**config.mk**
```make
export PLATFORM = sky130hd
export DESIGN_NAME = linked_run_queue_manager_unit
export DESIGN_NICKNAME = d
export VERILOG_FILES = /design/src/hdl/lrq_pkg.sv /design/src/hdl/lrq_ram.sv /design/src/hdl/lrq_ctrl.sv /design/src/hdl/lrq_dpath.sv /design/src/hdl/linked_run_queue_manager_unit.sv
export SDC_FILE = /design/constraint.sdc
export NUM_CORES = 2
export LEC_CHECK = 0
export ABC_CLOCK_PERIOD_IN_PS = 7700
export BUFFER_PORTS_ARGS = -buffer_cell sky130_fd_sc_hd__buf_2
export CAP_MARGIN = 20
export CORE_ASPECT_RATIO = 1.4
export CORE_MARGIN = 1
export CORE_UTILIZATION = 30
export CTS_CLUSTER_SIZE = 25
export DETAILED_ROUTE_END_ITERATION = 8
export PLACE_DENSITY = 0.4
export SLEW_MARGIN = 10
export SYNTH_ARGS = -nofsm -noshare
export SYNTH_HDL_FRONTEND = slang
export SYNTH_SLANG_ARGS = --single-unit
```
**constraint.sdc**
```tcl
create_clock -name clock -period 7.7 [get_ports clock]
set_input_delay 1.155 -clock clock [delete_from_list [all_inputs] [get_ports clock]]
set_output_delay 1.155 -clock clock [all_outputs]
set_load 0.02 [all_outputs]
```
**src/hdl/lrq_pkg.sv**
```systemverilog
// Shared types and constants for the linked run-queue manager.
`default_nettype none
package lrq_pkg;

   localparam int NODE_COUNT_DEF = 64;
   localparam int LIST_COUNT_DEF = 4;

   localparam int MODE_W   = 3;
   localparam int LIST_W   = 2;
   localparam int NODE_W   = 6;
   localparam int STATUS_W = 2;
   localparam int MOVED_W  = 6;
   localparam int SIZE_W   = 7;

   typedef enum logic [MODE_W-1:0] {
      MODE_ENQ_TAIL  = 3'd0,
      MODE_PUSH_HEAD = 3'd1,
      MODE_DEQ_HEAD  = 3'd2,
      MODE_REM_TAIL  = 3'd3,
      MODE_UNLINK    = 3'd4,
      MODE_XFER_HALF = 3'd5
   } mode_type;

   typedef enum logic [STATUS_W-1:0] {
      ST_OK     = 2'd0,
      ST_EMPTY  = 2'd1,
      ST_MEMBER = 2'd2,
      ST_SAME   = 2'd3
   } status_type;

   typedef enum logic [3:0] {
      S_CLEAR,
      S_IDLE,
      S_RD_SRC,
      S_RD_DST,
      S_DECIDE,
      S_LINK,
      S_TAG,
      S_STEP,
      S_XSRC,
      S_XDST,
      S_FIN
   } state_type;

   typedef struct packed {
      logic clear;
      logic accept;
      logic cap_src;
      logic cap_dst;
      logic decide;
      logic link;
      logic tag;
      logic step;
      logic xsrc;
      logic xdst;
      logic finish;
   } cmd_type;

   typedef struct packed {
      logic clr_last;
      logic err;
      logic ins;
      logic det;
      logic walk_last;
      logic out_free;
   } stat_type;

endpackage
`default_nettype wire

```
**src/hdl/lrq_ram.sv**
```systemverilog
// Generic single-write, single-read RAM with registered read data.
`default_nettype none
module lrq_ram #(
   parameter int WIDTH = 8,
   parameter int DEPTH = 64,
   localparam int AW = (DEPTH > 1) ? $clog2(DEPTH) : 1
) (
   input  wire logic             clock,
   input  wire logic             we,
   input  wire logic [AW-1:0]    waddr,
   input  wire logic [WIDTH-1:0] wdata,
   input  wire logic [AW-1:0]    raddr,
   output logic      [WIDTH-1:0] rdata
);
   logic [WIDTH-1:0] mem [DEPTH];
   logic [WIDTH-1:0] rdata_ff;

   always_ff @(posedge clock) begin
      if (we) begin
         mem[waddr] <= wdata;
      end
      rdata_ff <= mem[raddr];
   end

   assign rdata = rdata_ff;
endmodule
`default_nettype wire

```
**src/hdl/lrq_ctrl.sv**
```systemverilog
// Sequencer for the queue manager: clear pass, operand reads, update steps, result hand-off.
`default_nettype none
module lrq_ctrl (
   input  wire logic              clock,
   input  wire logic              reset,
   input  wire logic              req_valid,
   output logic                   req_ready,
   input  wire lrq_pkg::stat_type stat,
   output lrq_pkg::cmd_type       cmd
);
   lrq_pkg::state_type state_ff, state_in;

   always_ff @(posedge clock) begin
      if (reset) begin
         state_ff <= lrq_pkg::S_CLEAR;
      end else begin
         state_ff <= state_in;
      end
   end

   always_comb begin
      state_in  = state_ff;
      cmd       = '0;
      req_ready = 1'b0;
      unique case (state_ff)
         lrq_pkg::S_CLEAR: begin
            cmd.clear = 1'b1;
            if (stat.clr_last) state_in = lrq_pkg::S_IDLE;
         end
         lrq_pkg::S_IDLE: begin
            req_ready  = 1'b1;
            cmd.accept = req_valid;
            if (req_valid) state_in = lrq_pkg::S_RD_SRC;
         end
         lrq_pkg::S_RD_SRC: begin
            cmd.cap_src = 1'b1;
            state_in    = lrq_pkg::S_RD_DST;
         end
         lrq_pkg::S_RD_DST: begin
            cmd.cap_dst = 1'b1;
            state_in    = lrq_pkg::S_DECIDE;
         end
         lrq_pkg::S_DECIDE: begin
            cmd.decide = 1'b1;
            if (stat.err || stat.ins) state_in = lrq_pkg::S_FIN;
            else if (stat.det)        state_in = lrq_pkg::S_LINK;
            else                      state_in = lrq_pkg::S_TAG;
         end
         lrq_pkg::S_LINK: begin
            cmd.link = 1'b1;
            state_in = lrq_pkg::S_FIN;
         end
         lrq_pkg::S_TAG: begin
            cmd.tag  = 1'b1;
            state_in = lrq_pkg::S_STEP;
         end
         lrq_pkg::S_STEP: begin
            cmd.step = 1'b1;
            state_in = stat.walk_last ? lrq_pkg::S_XSRC : lrq_pkg::S_TAG;
         end
         lrq_pkg::S_XSRC: begin
            cmd.xsrc = 1'b1;
            state_in = lrq_pkg::S_XDST;
         end
         lrq_pkg::S_XDST: begin
            cmd.xdst = 1'b1;
            state_in = lrq_pkg::S_FIN;
         end
         lrq_pkg::S_FIN: begin
            cmd.finish = stat.out_free;
            if (stat.out_free) state_in = lrq_pkg::S_IDLE;
         end
         default: begin
            state_in = lrq_pkg::S_CLEAR;
         end
      endcase
   end
endmodule
`default_nettype wire

```
**src/hdl/lrq_dpath.sv**
```systemverilog
// Datapath: link, membership and list-descriptor memories, operand registers, result register.
`default_nettype none
module lrq_dpath #(
   parameter int NODE_COUNT = lrq_pkg::NODE_COUNT_DEF,
   parameter int LIST_COUNT = lrq_pkg::LIST_COUNT_DEF
) (
   input  wire logic                          clock,
   input  wire logic                          reset,
   input  wire lrq_pkg::cmd_type              cmd,
   output lrq_pkg::stat_type                  stat,
   input  wire logic [lrq_pkg::MODE_W-1:0]    req_mode,
   input  wire logic [lrq_pkg::LIST_W-1:0]    req_list_id,
   input  wire logic [lrq_pkg::LIST_W-1:0]    req_dest_list,
   input  wire logic [lrq_pkg::NODE_W-1:0]    req_node_in,
   output logic                               rsp_valid,
   input  wire logic                          rsp_ready,
   output logic      [lrq_pkg::NODE_W-1:0]    rsp_node_out,
   output logic      [lrq_pkg::STATUS_W-1:0]  rsp_status,
   output logic      [lrq_pkg::MOVED_W-1:0]   rsp_moved_count,
   output logic      [lrq_pkg::SIZE_W-1:0]    rsp_size_after
);
   localparam int NW      = $clog2(NODE_COUNT);
   localparam int CW      = $clog2(NODE_COUNT + 1);
   localparam int TW      = $clog2(LIST_COUNT + 1);
   localparam int LW      = (LIST_COUNT > 1) ? $clog2(LIST_COUNT) : 1;
   localparam int DW      = 2 * NW + CW;
   localparam int CLR_MAX = (NODE_COUNT > LIST_COUNT) ? NODE_COUNT : LIST_COUNT;
   localparam int CLW     = $clog2(CLR_MAX);

   // operand registers
   logic [lrq_pkg::MODE_W-1:0] mode_ff;
   logic [lrq_pkg::LIST_W-1:0] l_ff, d_ff;
   logic [NW-1:0]              p_ff;
   logic                       p_ok_ff;
   logic [TW-1:0]              tag_ff;
   logic [NW-1:0]              sh_ff, st_ff, dh_ff, dt_ff;
   logic [CW-1:0]              sc_ff, dc_ff;
   logic [NW-1:0]              q_ff, n_ff, pn_ff;
   logic [CW-1:0]              k_ff, i_ff;
   logic [CLW-1:0]             clr_ff;

   // pending result
   logic [lrq_pkg::NODE_W-1:0]   res_node_ff;
   logic [lrq_pkg::STATUS_W-1:0] res_status_ff;
   logic [lrq_pkg::MOVED_W-1:0]  res_moved_ff;
   logic [lrq_pkg::SIZE_W-1:0]   res_size_ff;

   logic                         rsp_valid_ff;
   logic [lrq_pkg::NODE_W-1:0]   rsp_node_ff;
   logic [lrq_pkg::STATUS_W-1:0] rsp_status_ff;
   logic [lrq_pkg::MOVED_W-1:0]  rsp_moved_ff;
   logic [lrq_pkg::SIZE_W-1:0]   rsp_size_ff;

   // memory ports
   logic          nx_we, pv_we, tg_we, ls_we;
   logic [NW-1:0] nx_wa, pv_wa, tg_wa, nx_ra, pv_ra, tg_ra;
   logic [NW-1:0] nx_wd, pv_wd, nx_rd, pv_rd;
   logic [TW-1:0] tg_wd, tg_rd;
   logic [LW-1:0] ls_wa, ls_ra;
   logic [DW-1:0] ls_wd, ls_rd;

   // decode
   logic                         l_bad, d_bad, e_err, e_ins, e_det;
   logic [lrq_pkg::STATUS_W-1:0] e_code;
   logic [TW-1:0]                lp1, dp1;
   logic [NW-1:0]                q_sel;
   logic [CW-1:0]                k_calc;
   logic [NW-1:0]                ls_h;
   logic [NW-1:0]                ls_t;
   logic [CW-1:0]                ls_c;

   assign lp1   = TW'(32'(l_ff) + 1);
   assign dp1   = TW'(32'(d_ff) + 1);
   assign l_bad = 32'(l_ff) >= LIST_COUNT;
   assign d_bad = 32'(d_ff) >= LIST_COUNT;
   assign k_calc = ((sc_ff >> 1) == '0) ? CW'(1) : (sc_ff >> 1);

   always_comb begin
      case (mode_ff)
         lrq_pkg::MODE_DEQ_HEAD: q_sel = sh_ff;
         lrq_pkg::MODE_REM_TAIL: q_sel = st_ff;
         default:                q_sel = p_ff;
      endcase
   end

   always_comb begin
      e_err  = 1'b0;
      e_ins  = 1'b0;
      e_det  = 1'b0;
      e_code = lrq_pkg::ST_OK;
      if (l_bad || (mode_ff == lrq_pkg::MODE_XFER_HALF && d_bad)) begin
         e_err  = 1'b1;
         e_code = lrq_pkg::ST_MEMBER;
      end else begin
         case (mode_ff) inside
            lrq_pkg::MODE_ENQ_TAIL, lrq_pkg::MODE_PUSH_HEAD: begin
               if (!p_ok_ff || tag_ff != '0) begin
                  e_err  = 1'b1;
                  e_code = lrq_pkg::ST_MEMBER;
               end else begin
                  e_ins = 1'b1;
               end
            end
            lrq_pkg::MODE_DEQ_HEAD, lrq_pkg::MODE_REM_TAIL: begin
               if (sc_ff == '0) begin
                  e_err  = 1'b1;
                  e_code = lrq_pkg::ST_EMPTY;
               end else begin
                  e_det = 1'b1;
               end
            end
            lrq_pkg::MODE_UNLINK: begin
               if (!p_ok_ff || tag_ff != lp1) begin
                  e_err  = 1'b1;
                  e_code = lrq_pkg::ST_MEMBER;
               end else begin
                  e_det = 1'b1;
               end
            end
            lrq_pkg::MODE_XFER_HALF: begin
               if (l_ff == d_ff) begin
                  e_err  = 1'b1;
                  e_code = lrq_pkg::ST_SAME;
               end else if (sc_ff == '0) begin
                  e_err  = 1'b1;
                  e_code = lrq_pkg::ST_EMPTY;
               end
            end
            default: begin
               e_err  = 1'b1;
               e_code = lrq_pkg::ST_MEMBER;
            end
         endcase
      end
   end

   assign stat.clr_last  = (32'(clr_ff) == CLR_MAX - 1);
   assign stat.err       = e_err;
   assign stat.ins       = e_ins;
   assign stat.det       = e_det;
   assign stat.walk_last = (i_ff == k_ff);
   assign stat.out_free  = !rsp_valid_ff || rsp_ready;

   // memory port steering
   always_comb begin
      nx_we = 1'b0; nx_wa = '0; nx_wd = '0;
      pv_we = 1'b0; pv_wa = '0; pv_wd = '0;
      tg_we = 1'b0; tg_wa = '0; tg_wd = '0;
      ls_we = 1'b0; ls_wa = LW'(l_ff);
      ls_h  = sh_ff; ls_t = st_ff; ls_c = sc_ff;
      ls_ra = cmd.accept ? LW'(req_list_id) : LW'(d_ff);
      tg_ra = NW'(req_node_in);
      nx_ra = q_sel;
      pv_ra = cmd.tag ? n_ff : q_sel;

      if (cmd.clear) begin
         tg_we = 32'(clr_ff) < NODE_COUNT;
         tg_wa = NW'(clr_ff);
         ls_we = 32'(clr_ff) < LIST_COUNT;
         ls_wa = LW'(clr_ff);
         ls_h  = '0; ls_t = '0; ls_c = '0;
      end

      if (cmd.decide && e_ins) begin
         ls_we = 1'b1;
         ls_c  = sc_ff + CW'(1);
         tg_we = 1'b1;
         tg_wa = p_ff;
         tg_wd = lp1;
         if (sc_ff == '0) begin
            ls_h = p_ff;
            ls_t = p_ff;
         end else if (mode_ff == lrq_pkg::MODE_ENQ_TAIL) begin
            pv_we = 1'b1; pv_wa = p_ff;  pv_wd = st_ff;
            nx_we = 1'b1; nx_wa = st_ff; nx_wd = p_ff;
            ls_t  = p_ff;
         end else begin
            nx_we = 1'b1; nx_wa = p_ff;  nx_wd = sh_ff;
            pv_we = 1'b1; pv_wa = sh_ff; pv_wd = p_ff;
            ls_h  = p_ff;
         end
      end

      if (cmd.link) begin
         ls_we = 1'b1;
         ls_c  = sc_ff - CW'(1);
         tg_we = 1'b1;
         tg_wa = q_ff;
         tg_wd = '0;
         if (sc_ff <= CW'(1)) begin
            ls_h = '0;
            ls_t = '0;
         end else if (st_ff == q_ff) begin
            ls_t = pv_rd;
         end else if (sh_ff == q_ff) begin
            ls_h = nx_rd;
         end else begin
            // middle node: splice neighbors together
            nx_we = 1'b1; nx_wa = pv_rd; nx_wd = nx_rd;
            pv_we = 1'b1; pv_wa = nx_rd; pv_wd = pv_rd;
         end
      end

      if (cmd.tag) begin
         tg_we = 1'b1;
         tg_wa = n_ff;
         tg_wd = dp1;
      end

      if (cmd.xsrc) begin
         ls_we = 1'b1;
         if (k_ff >= sc_ff) begin
            ls_h = '0; ls_t = '0; ls_c = '0;
         end else begin
            ls_t = pn_ff;
            ls_c = sc_ff - k_ff;
         end
         if (dc_ff != '0) begin
            nx_we = 1'b1; nx_wa = dt_ff; nx_wd = n_ff;
            pv_we = 1'b1; pv_wa = n_ff;  pv_wd = dt_ff;
         end
      end

      if (cmd.xdst) begin
         ls_we = 1'b1;
         ls_wa = LW'(d_ff);
         ls_h  = (dc_ff != '0) ? dh_ff : n_ff;
         ls_t  = st_ff;
         ls_c  = dc_ff + k_ff;
      end
   end

   assign ls_wd = {ls_h, ls_t, ls_c};

   lrq_ram #(.WIDTH(NW), .DEPTH(NODE_COUNT)) u_next_ram (
      .clock(clock), .we(nx_we), .waddr(nx_wa), .wdata(nx_wd), .raddr(nx_ra), .rdata(nx_rd)
   );
   lrq_ram #(.WIDTH(NW), .DEPTH(NODE_COUNT)) u_prev_ram (
      .clock(clock), .we(pv_we), .waddr(pv_wa), .wdata(pv_wd), .raddr(pv_ra), .rdata(pv_rd)
   );
   lrq_ram #(.WIDTH(TW), .DEPTH(NODE_COUNT)) u_tag_ram (
      .clock(clock), .we(tg_we), .waddr(tg_wa), .wdata(tg_wd), .raddr(tg_ra), .rdata(tg_rd)
   );
   lrq_ram #(.WIDTH(DW), .DEPTH(LIST_COUNT)) u_list_ram (
      .clock(clock), .we(ls_we), .waddr(ls_wa), .wdata(ls_wd), .raddr(ls_ra), .rdata(ls_rd)
   );

   // control registers
   always_ff @(posedge clock) begin
      if (reset) begin
         clr_ff       <= '0;
         rsp_valid_ff <= 1'b0;
      end else begin
         if (cmd.clear) clr_ff <= clr_ff + CLW'(1);
         if (cmd.finish) begin
            rsp_valid_ff <= 1'b1;
         end else if (rsp_ready) begin
            rsp_valid_ff <= 1'b0;
         end
      end
   end

   // payload registers
   always_ff @(posedge clock) begin
      if (cmd.accept) begin
         mode_ff <= req_mode;
         l_ff    <= req_list_id;
         d_ff    <= req_dest_list;
         p_ff    <= NW'(req_node_in);
         p_ok_ff <= 32'(req_node_in) < NODE_COUNT;
      end
      if (cmd.cap_src) begin
         {sh_ff, st_ff, sc_ff} <= ls_rd;
         tag_ff                <= tg_rd;
      end
      if (cmd.cap_dst) begin
         {dh_ff, dt_ff, dc_ff} <= ls_rd;
      end
      if (cmd.decide) begin
         q_ff <= q_sel;
         n_ff <= st_ff;
         k_ff <= k_calc;
         i_ff <= CW'(1);
         res_node_ff   <= e_ins ? lrq_pkg::NODE_W'(p_ff) : '0;
         res_status_ff <= e_code;
         res_moved_ff  <= '0;
         if (e_ins) begin
            res_size_ff <= lrq_pkg::SIZE_W'(sc_ff + CW'(1));
         end else if (l_bad || (mode_ff == lrq_pkg::MODE_XFER_HALF && d_bad)) begin
            res_size_ff <= '0;
         end else begin
            res_size_ff <= lrq_pkg::SIZE_W'(sc_ff);
         end
      end
      if (cmd.link) begin
         res_node_ff <= lrq_pkg::NODE_W'(q_ff);
         res_size_ff <= lrq_pkg::SIZE_W'(sc_ff - CW'(1));
      end
      if (cmd.step) begin
         if (i_ff == k_ff) begin
            pn_ff <= pv_rd;
         end else begin
            n_ff <= pv_rd;
            i_ff <= i_ff + CW'(1);
         end
      end
      if (cmd.xdst) begin
         res_node_ff  <= lrq_pkg::NODE_W'(n_ff);
         res_moved_ff <= lrq_pkg::MOVED_W'(k_ff);
         res_size_ff  <= (k_ff >= sc_ff) ? '0 : lrq_pkg::SIZE_W'(sc_ff - k_ff);
      end
      if (cmd.finish) begin
         rsp_node_ff   <= res_node_ff;
         rsp_status_ff <= res_status_ff;
         rsp_moved_ff  <= res_moved_ff;
         rsp_size_ff   <= res_size_ff;
      end
   end

   assign rsp_valid       = rsp_valid_ff;
   assign rsp_node_out    = rsp_node_ff;
   assign rsp_status      = rsp_status_ff;
   assign rsp_moved_count = rsp_moved_ff;
   assign rsp_size_after  = rsp_size_ff;
endmodule
`default_nettype wire

```
**src/hdl/linked_run_queue_manager_unit.sv**
```systemverilog
// Flow: an accepted word passes the source read, destination read and decide states; inserts
// and errors then finish, removals pass the link state, and a transfer of k nodes runs tag
// and step per node (one prev-link read and one tag write per node), then writes both list
// descriptors. Words are taken one at a time, the link memories having one read port each;
// a result waits while the last response is not yet taken. Reset: a clearing pass zeroes
// membership tags and list descriptors; req_ready stays low until it ends.
`default_nettype none
module linked_run_queue_manager_unit #(
   parameter int NODE_COUNT = lrq_pkg::NODE_COUNT_DEF,
   parameter int LIST_COUNT = lrq_pkg::LIST_COUNT_DEF
) (
   input  wire logic                          clock,
   input  wire logic                          reset,
   input  wire logic                          req_valid,
   output logic                               req_ready,
   input  wire logic [lrq_pkg::MODE_W-1:0]    req_mode,
   input  wire logic [lrq_pkg::LIST_W-1:0]    req_list_id,
   input  wire logic [lrq_pkg::LIST_W-1:0]    req_dest_list,
   input  wire logic [lrq_pkg::NODE_W-1:0]    req_node_in,
   output logic                               rsp_valid,
   input  wire logic                          rsp_ready,
   output logic      [lrq_pkg::NODE_W-1:0]    rsp_node_out,
   output logic      [lrq_pkg::STATUS_W-1:0]  rsp_status,
   output logic      [lrq_pkg::MOVED_W-1:0]   rsp_moved_count,
   output logic      [lrq_pkg::SIZE_W-1:0]    rsp_size_after
);
   lrq_pkg::cmd_type  cmd;
   lrq_pkg::stat_type stat;

   lrq_ctrl u_ctrl (
      .clock(clock), .reset(reset), .req_valid(req_valid), .req_ready(req_ready),
      .stat(stat), .cmd(cmd)
   );

   lrq_dpath #(.NODE_COUNT(NODE_COUNT), .LIST_COUNT(LIST_COUNT)) u_dpath (
      .clock(clock), .reset(reset), .cmd(cmd), .stat(stat),
      .req_mode(req_mode), .req_list_id(req_list_id), .req_dest_list(req_dest_list),
      .req_node_in(req_node_in),
      .rsp_valid(rsp_valid), .rsp_ready(rsp_ready), .rsp_node_out(rsp_node_out),
      .rsp_status(rsp_status), .rsp_moved_count(rsp_moved_count),
      .rsp_size_after(rsp_size_after)
   );

   a_no_ready_in_clear: assert property (@(posedge clock) disable iff (reset)
      cmd.clear |-> !req_ready)
      else $error("word accepted during clearing pass");

   a_one_at_a_time: assert property (@(posedge clock) disable iff (reset)
      req_valid && req_ready |=> !req_ready)
      else $error("second word taken while one is in work");

   a_err_zero_fields: assert property (@(posedge clock) disable iff (reset)
      rsp_valid && rsp_status != lrq_pkg::ST_OK |-> rsp_node_out == '0 && rsp_moved_count == '0)
      else $error("failed operation reports node or moved count");

   a_moved_ok: assert property (@(posedge clock) disable iff (reset)
      rsp_valid && rsp_moved_count != '0 |-> rsp_status == lrq_pkg::ST_OK)
      else $error("moved count on failed operation");
endmodule
`default_nettype wire
```
# Word level (Yosys, flattened, before mapping)
# Memories as Yosys holds them, arrays and structs flattened. A register that Yosys moved wholly into a read port is not among the register bits.
# Index checks and enable logic that the tools add are counted.
[word_totals] ff_bits=139 mem_bits_rw=1036 in_bits=17 output_inout_bits=23 wordCells=225 memories=4
[mem_list] name="u_dpath.u_next_ram.mem" words=64 width=6 read_ports=1 rd_clocked_by_memory_dff=1 write_ports=1 line_no="lrq_ram.sv:15" source="logic [WIDTH-1:0] mem [DEPTH];"
[mem_list] name="u_dpath.u_prev_ram.mem" words=64 width=6 read_ports=1 rd_clocked_by_memory_dff=1 write_ports=1 line_no="lrq_ram.sv:15"
[mem_list] name="u_dpath.u_tag_ram.mem" words=64 width=3 read_ports=1 rd_clocked_by_memory_dff=1 write_ports=1 line_no="lrq_ram.sv:15"
[mem_list] name="u_dpath.u_list_ram.mem" words=4 width=19 read_ports=1 rd_clocked_by_memory_dff=1 write_ports=1 line_no="lrq_ram.sv:15"
[classes] addsub=8 order_cmp=3 n_eq_ne=24 mux=140 reduce_logical=18
[ops] operator="6-bit two-way mux" n=54
[ops] operator="7-bit two-way mux" n=13
[ops] operator="1-bit two-way mux" n=52
[ops] operator="4-bit case mux with 10 select lines" n=1
[ops] operator="2-bit two-way mux" n=11
[ops] operator="4-bit two-way mux" n=5
[ops] operator="4-bit by 3-bit == test with 1-bit output, second input constant" n=4
[ops] operator="7-bit by 1-bit adder with 7-bit output, second input constant" n=2
[ops] operator="7-bit logical NOT" n=2
[ops] operator="4-bit == test, second input constant" n=3
[ops] operator="6-bit == test" n=2
[ops] operator="6-bit case mux with 2 select lines" n=1
[ops] operator="3-bit two-way mux" n=3
[ops] operator="4-bit by 2-bit == test with 1-bit output, second input constant" n=2
[ops] operator="7-bit adder" n=1
[ops] operator="7-bit == test" n=1
[ops] operator="7-bit greater-or-equal comparator" n=1
[ops] operator="7-bit by 1-bit less-or-equal comparator with 1-bit output, second input constant" n=1
[ops] operator="7-bit nonzero test" n=1
[ops] operator="7-bit by 1-bit subtractor with 7-bit output, second input constant" n=1
[ops] operator="7-bit subtractor" n=1
[ops] operator="2-bit by 1-bit adder with 3-bit output, second input constant" n=2
[ops] operator="6-bit by 1-bit adder with 6-bit output, second input constant" n=1
[ops] operator="3-bit by 2-bit == test with 1-bit output, second input constant" n=2
[ops] operator="other kinds (19)" n=26

# Longest topological paths before layout
[depth] ltp_word=13 ltp_mapped=13 depth_no_buf=12

# Cells and area by module
# Synthesis repeated with hierarchy kept, for this count alone.
[unflattened] cells_unflattened=2767 hier_area_um2=49586.3
[by_module_without_submodules] mod="lrq_ram at u_dpath.u_next_ram" n_inst=1 cells_each=719 area_each_um2=15227.1 seq_area_each_um2=11651.2
[by_module_without_submodules] mod="lrq_ram at u_dpath.u_prev_ram" n_inst=1 cells_each=720 area_each_um2=15225.9 seq_area_each_um2=11651.2
[by_module_without_submodules] mod="lrq_ram at u_dpath.u_tag_ram" n_inst=1 cells_each=423 area_each_um2=7863.8 seq_area_each_um2=5825.6
[by_module_without_submodules] mod="lrq_dpath" n_inst=1 cells_each=729 area_each_um2=7654.8 seq_area_each_um2=3823.7
[by_module_without_submodules] mod="lrq_ram at u_dpath.u_list_ram" n_inst=1 cells_each=122 area_each_um2=3196.8 seq_area_each_um2=2662.6
[by_module_without_submodules] mod="lrq_ctrl" n_inst=1 cells_each=54 area_each_um2=417.9 seq_area_each_um2=80.1

# Worst setup path after synthesis
# Ideal clock, no wire load.
[synth_path] path_type="reg-to-reg" start="reg u_dpath.sc_ff[1]" end="mem u_dpath.u_next_ram.mem[56][0] (netlist bit), enable pin" setup_time_ns=0.386 arrival_time_ns=5.200 t_required_ns=7.314 slack_ns=2.114 stages_incl_launch_ff=11 path_buffers=1 period_less_slack_ns=5.586 cell_sequence="edfxtp_1 inv_1 ha_1 o21bai_1 a31oi_1 o21a_1 buf_2 a32oi_1 a21oi_1 nand3_1 nor4_1"
[synth_via] word_cells_on_any_way=20 classes_between="order compare: 1; mux: 18; reduce/logical: 1"
[synth_lines] item="from (decl)" line_no="lrq_dpath.sv:37" source="logic [CW-1:0] sc_ff, dc_ff;"
[synth_lines] item="from (signal assigned)" line_no="lrq_dpath.sv:273" source="{sh_ff, st_ff, sc_ff} <= ls_rd;"
[synth_lines] item="7-bit logical NOT" line_no="lrq_dpath.sv:170" source="if (sc_ff == '0) begin"
[synth_lines] item="6-bit two-way mux" line_no="lrq_dpath.sv:170"
[synth_lines] item="6-bit two-way mux" line_no="lrq_dpath.sv:164" source="if (cmd.decide && e_ins) begin"
[synth_lines] item="6-bit two-way mux" line_no="lrq_dpath.sv:195" source="end else if (sh_ff == q_ff) begin"
[synth_lines] item="6-bit two-way mux" line_no="lrq_dpath.sv:193" source="end else if (st_ff == q_ff) begin"
[synth_lines] item="6-bit two-way mux" line_no="lrq_dpath.sv:190" source="if (sc_ff <= CW'(1)) begin"
[synth_lines] item="6-bit two-way mux (*)" line_no="lrq_dpath.sv:184" source="if (cmd.link) begin"
[synth_lines] item="6-bit two-way mux" line_no="lrq_dpath.sv:218" source="if (dc_ff != '0) begin"
[synth_lines] item="6-bit two-way mux (*)" line_no="lrq_dpath.sv:210" source="if (cmd.xsrc) begin"
[synth_lines] item="net u_dpath.nx_wa[5]" line_no="lrq_dpath.sv:56" source="logic [NW-1:0] nx_wa, pv_wa, tg_wa, nx_ra, pv_ra, tg_ra;"
[synth_lines] item="to (decl)" line_no="lrq_ram.sv:15"
# Mark *: on every way through the listed nets, which the timed path passes. The rest lies on a longest branch.

# Final worst setup path
[layout_path] start="reg u_ctrl.state_ff[2]" end="mem u_dpath.u_prev_ram.mem[27][1] (netlist bit), enable pin"
[layout_via] word_cells_on_any_way=23 classes_between="eq/ne: 3; mux: 19; reduce/logical: 1"
[layout_lines] item="from (decl)" line_no="lrq_ctrl.sv:11" source="lrq_pkg::state_type state_ff, state_in;"
[layout_lines] item="from (signal assigned)" line_no="lrq_ctrl.sv:15" source="state_ff <= lrq_pkg::S_CLEAR;"
[layout_lines] item="from (signal assigned)" line_no="lrq_ctrl.sv:17" source="state_ff <= state_in;"
[layout_lines] item="4-bit by 3-bit == test with 1-bit output" line_no="lrq_ctrl.sv:25" source="unique case (state_ff)"
[layout_lines] item="1-bit two-way mux" line_no="lrq_ctrl.sv:25"
[layout_lines] item="1-bit logical AND" line_no="lrq_dpath.sv:164"
[layout_lines] item="6-bit two-way mux (6 in series)"
[layout_lines] item="6-bit two-way mux (*)"
[layout_lines] item="net u_dpath.nx_wd[2]" line_no="lrq_dpath.sv:57" source="logic [NW-1:0] nx_wd, pv_wd, nx_rd, pv_rd;"
[layout_lines] item="to (decl)" line_no="lrq_ram.sv:15"
# Marked as above.

==> reports/results.tsv <==
metric	value	unit
synthArstFlopShare	0	%
p_leak	17.00	nW
synth.distinct_cells	79	
final_common_cell	edfxtp_1	
ys_warn_count	0	
path_cells	nor2b_1 > nand2_1 > inv_2 > nand3_2 > nor2_2 > a32oi_1 > a21oi_4 > buf_4 > nor2b_1 > nand2_1 > nor2_1	
path_max_fanout	65	
synth_seq_area_share	72.25	%
slowest_stage	dfxtp_1	
period_minus_slack	5675	ps
port_buffers	39	
netlist_area	49400	µm²
worst_pin_slew	1143	ps
wire_per_inst	26.99	µm
cts_setup_buffers	0	
dieArea	166300	µm²
finalCritPeriodShare	73.71	%
start_util	30.33	%
outcome	finished clean	
ff2ff_setup_slack	2020	ps
area_delta_synth_final	13.98	%
antenna_found_initial	1	
holdWs	395.1	ps
die_h	482.2	µm
peakVddDrop	198.0	µV
grt_pass1_vias	28960	
hold_viol	0	
hpwl	91.70	mm
fin_nets	3115	
yosys-top-cells-area	edfxtp_1 70%, mux4_2 8.8%, dfxtp_1 2.4%, mux2i_1 2.2%, nor2_1 2.2%	
place_inst	5078	
tns	0	ps
cts_buffer_depth	3	
cp.depth	11	
yosys.area.top_type	edfxtp_1	
drive_gt1_share	17.86	%
synth_enable_flop_cells	1150	
die_w	345.0	µm
timing.rr.start	u_ctrl.state_ff[2]	
clk_latency	770	ps
root_buffer	clkbuf_16	
core_area	162900	µm²
drv_slew	0	
cts_sinks	1208	
via_per_inst	5.070	
start_kind	flip-flop	
r2r-end	u_dpath.u_prev_ram.mem[27][1]	
cp-endpoint	u_dpath.u_prev_ram.mem[27][1]	
crit_family	simple AND/OR/NAND/NOR gates	
p_per_area	236.3	nW/µm²
vias	26900	
critical_path.endpoint_type	flip-flop	
route.detailed.drc	0	
cts_tree	yes	
numCtsBuffers	119	
clock.fmax	176.2	MHz
globalplace.congestion	0.8471	
io_pins	40	
grt_pass1_wl	206.9	mm
finalSetupViolations	0	
fin_skew	46.73	ps
worstPathArrival	6080	ps
clk_pin_slew	70	ps
track_usage	17.27	%
drt-initial-drc-count	1824	
synthCells	3021	
hold_buffers	0	
syn-num-nets	3059	
r2r_cells	11	
layout.cells.non_filler	5306	
crit_type	flip-flop to flip-flop	
post-synth-top-area-fraction	69.90	%
critPathLaunch	u_ctrl.state_ff[2]	
final_cell_mix	1150 x edfxtp_1, 288 x nand2_1, 284 x nor2_1	
cp_slowest_stage_delay	820	ps
cap_violations	0	
rsz0062_at_grt	false	
path_buf_inv	2	
synthFlopType	edfxtp_1	
core.rowCount	175	
num-fill-cells	15600	
worstHoldPathType	flip-flop to flip-flop	
drt_first_pass_iters	5	
ys_ff_latch	1208	
drt_wl_total	143.2	mm
synth_area_per_cell	16.35	µm²
cts_repair_resize_count	0	
cts-htree-levels	3	
drtAntennaViolNets	0	
grt_max_degree	100	
required	8110	ps
gr-total-overflow	0	
slew_headroom	22.59	%
## how the worst min path moves through the flow
stage | start | to | cells after the start
floorplan | u_dpath.u_tag_ram.rdata[0] | u_dpath.tag_ff[0] | 0
global placement | u_dpath.u_tag_ram.rdata[0] | u_dpath.tag_ff[0] | 0
detailed placement | u_dpath.u_tag_ram.rdata[2] | u_dpath.tag_ff[2] | 0
CTS | u_dpath.res_size_ff[2] | u_dpath.rsp_size_after[2] | 0
global route | u_dpath.res_size_ff[2] | u_dpath.rsp_size_after[2] | 0
finish | u_dpath.res_size_ff[2] | u_dpath.rsp_size_after[2] | 0
## cells in the mapped netlist (all sizes together), types with 10 or more instances
| cell type | n |
|---|---|
| edfxtp | 1150 |
| nor2 | 290 |
| nand2 | 288 |
| mux4 | 194 |
| a21oi | 115 |
| mux2i | 114 |
| clkbuf | 97 |
| buf | 68 |
| o21ai | 64 |
| dfxtp | 58 |
| nand3 | 48 |
| o22ai | 44 |
| mux2 | 43 |
| and2 | 34 |
| inv | 29 |
| nor3 | 27 |
| nor4 | 24 |
| a32oi | 23 |
| xnor2 | 23 |
| a211oi | 22 |
| xor2 | 20 |
| ha | 19 |
| nand2b | 18 |
| a31oi | 17 |
| a22oi | 16 |
| nor2b | 16 |
| o221ai | 16 |
| a221oi | 15 |
| o211ai | 12 |
| and3 | 11 |
| a21o | 10 |
| nand4 | 10 |
## state kept, by name, summed over array words and instances (netlist names), 7 cells and up
name,count
u_dpath.dc_ff,7
u_dpath.u_list_ram.rdata,19
u_dpath.u_list_ram.mem,76
u_dpath.i_ff,7
u_dpath.sc_ff,7
u_dpath.u_tag_ram.mem,192
u_dpath.res_size_ff,7
u_dpath.u_prev_ram.mem,384
u_dpath.u_next_ram.mem,384
u_dpath.rsp_size_after,7
## power breakdown
part | total, mW | switching [mW] | internal, mW
clock network | 6.02 | 2.57 | 3.44
logic | 0.129 | 0.0826 | 0.0461
registers | 7.16 | 0.0233 | 7.14
total | 13.3 | 2.68 | 10.6
## logic make-up after synthesis
logic type               share of synthesized area (%)
AO/OA/AOI/OAI                                    5.488
XOR/XNOR                                        0.7623
adder cells (fa/ha/maj)                         0.5622
buffers and inverters                            1.742
flip-flops                                       72.25
multiplexers                                     12.20
AND/OR/NAND/NOR                                  6.998
## final cells by class
type | count | area, µm² | area share (%)
multi-input combinational | 1618 | 13130 | 23.32
timing repair buffer | 100 | 675.6 | 1.200
sequential | 1208 | 35690 | 63.39
inverter | 30 | 115.1 | 0.2044
tap | 2124 | 2658 | 4.719
clock inverter | 80 | 855.8 | 1.520
antenna | 1 | 2.502 | 0.004444
clock buffer | 145 | 3179 | 5.646
## per-stage QoR
step                      util, %  instance area [µm²]  total power [mW]  worst slack, ps
after floorplan                 -                49400             7.369             2114
after global routing        34.57                56310             13.70             1663
after detailed placement    32.07                52250             7.436             2000
final                       34.57                56310             13.31             2025
after global placement      32.07                52250             7.434             2283
after CTS                   34.55                56290             13.49             1998
## routing by layer
layer	up-vias	share of wire (%)	wire, µm	global-route usage (%)
li1	11980	-	-	-
met2	669	54	76610	31.78
met4	0	3.7	5352	6.841
met3	240	3.5	5008	2.050
met5	-	0	0	0
met1	14010	39	56220	20.21
Power figures use the tool's default switching activity.
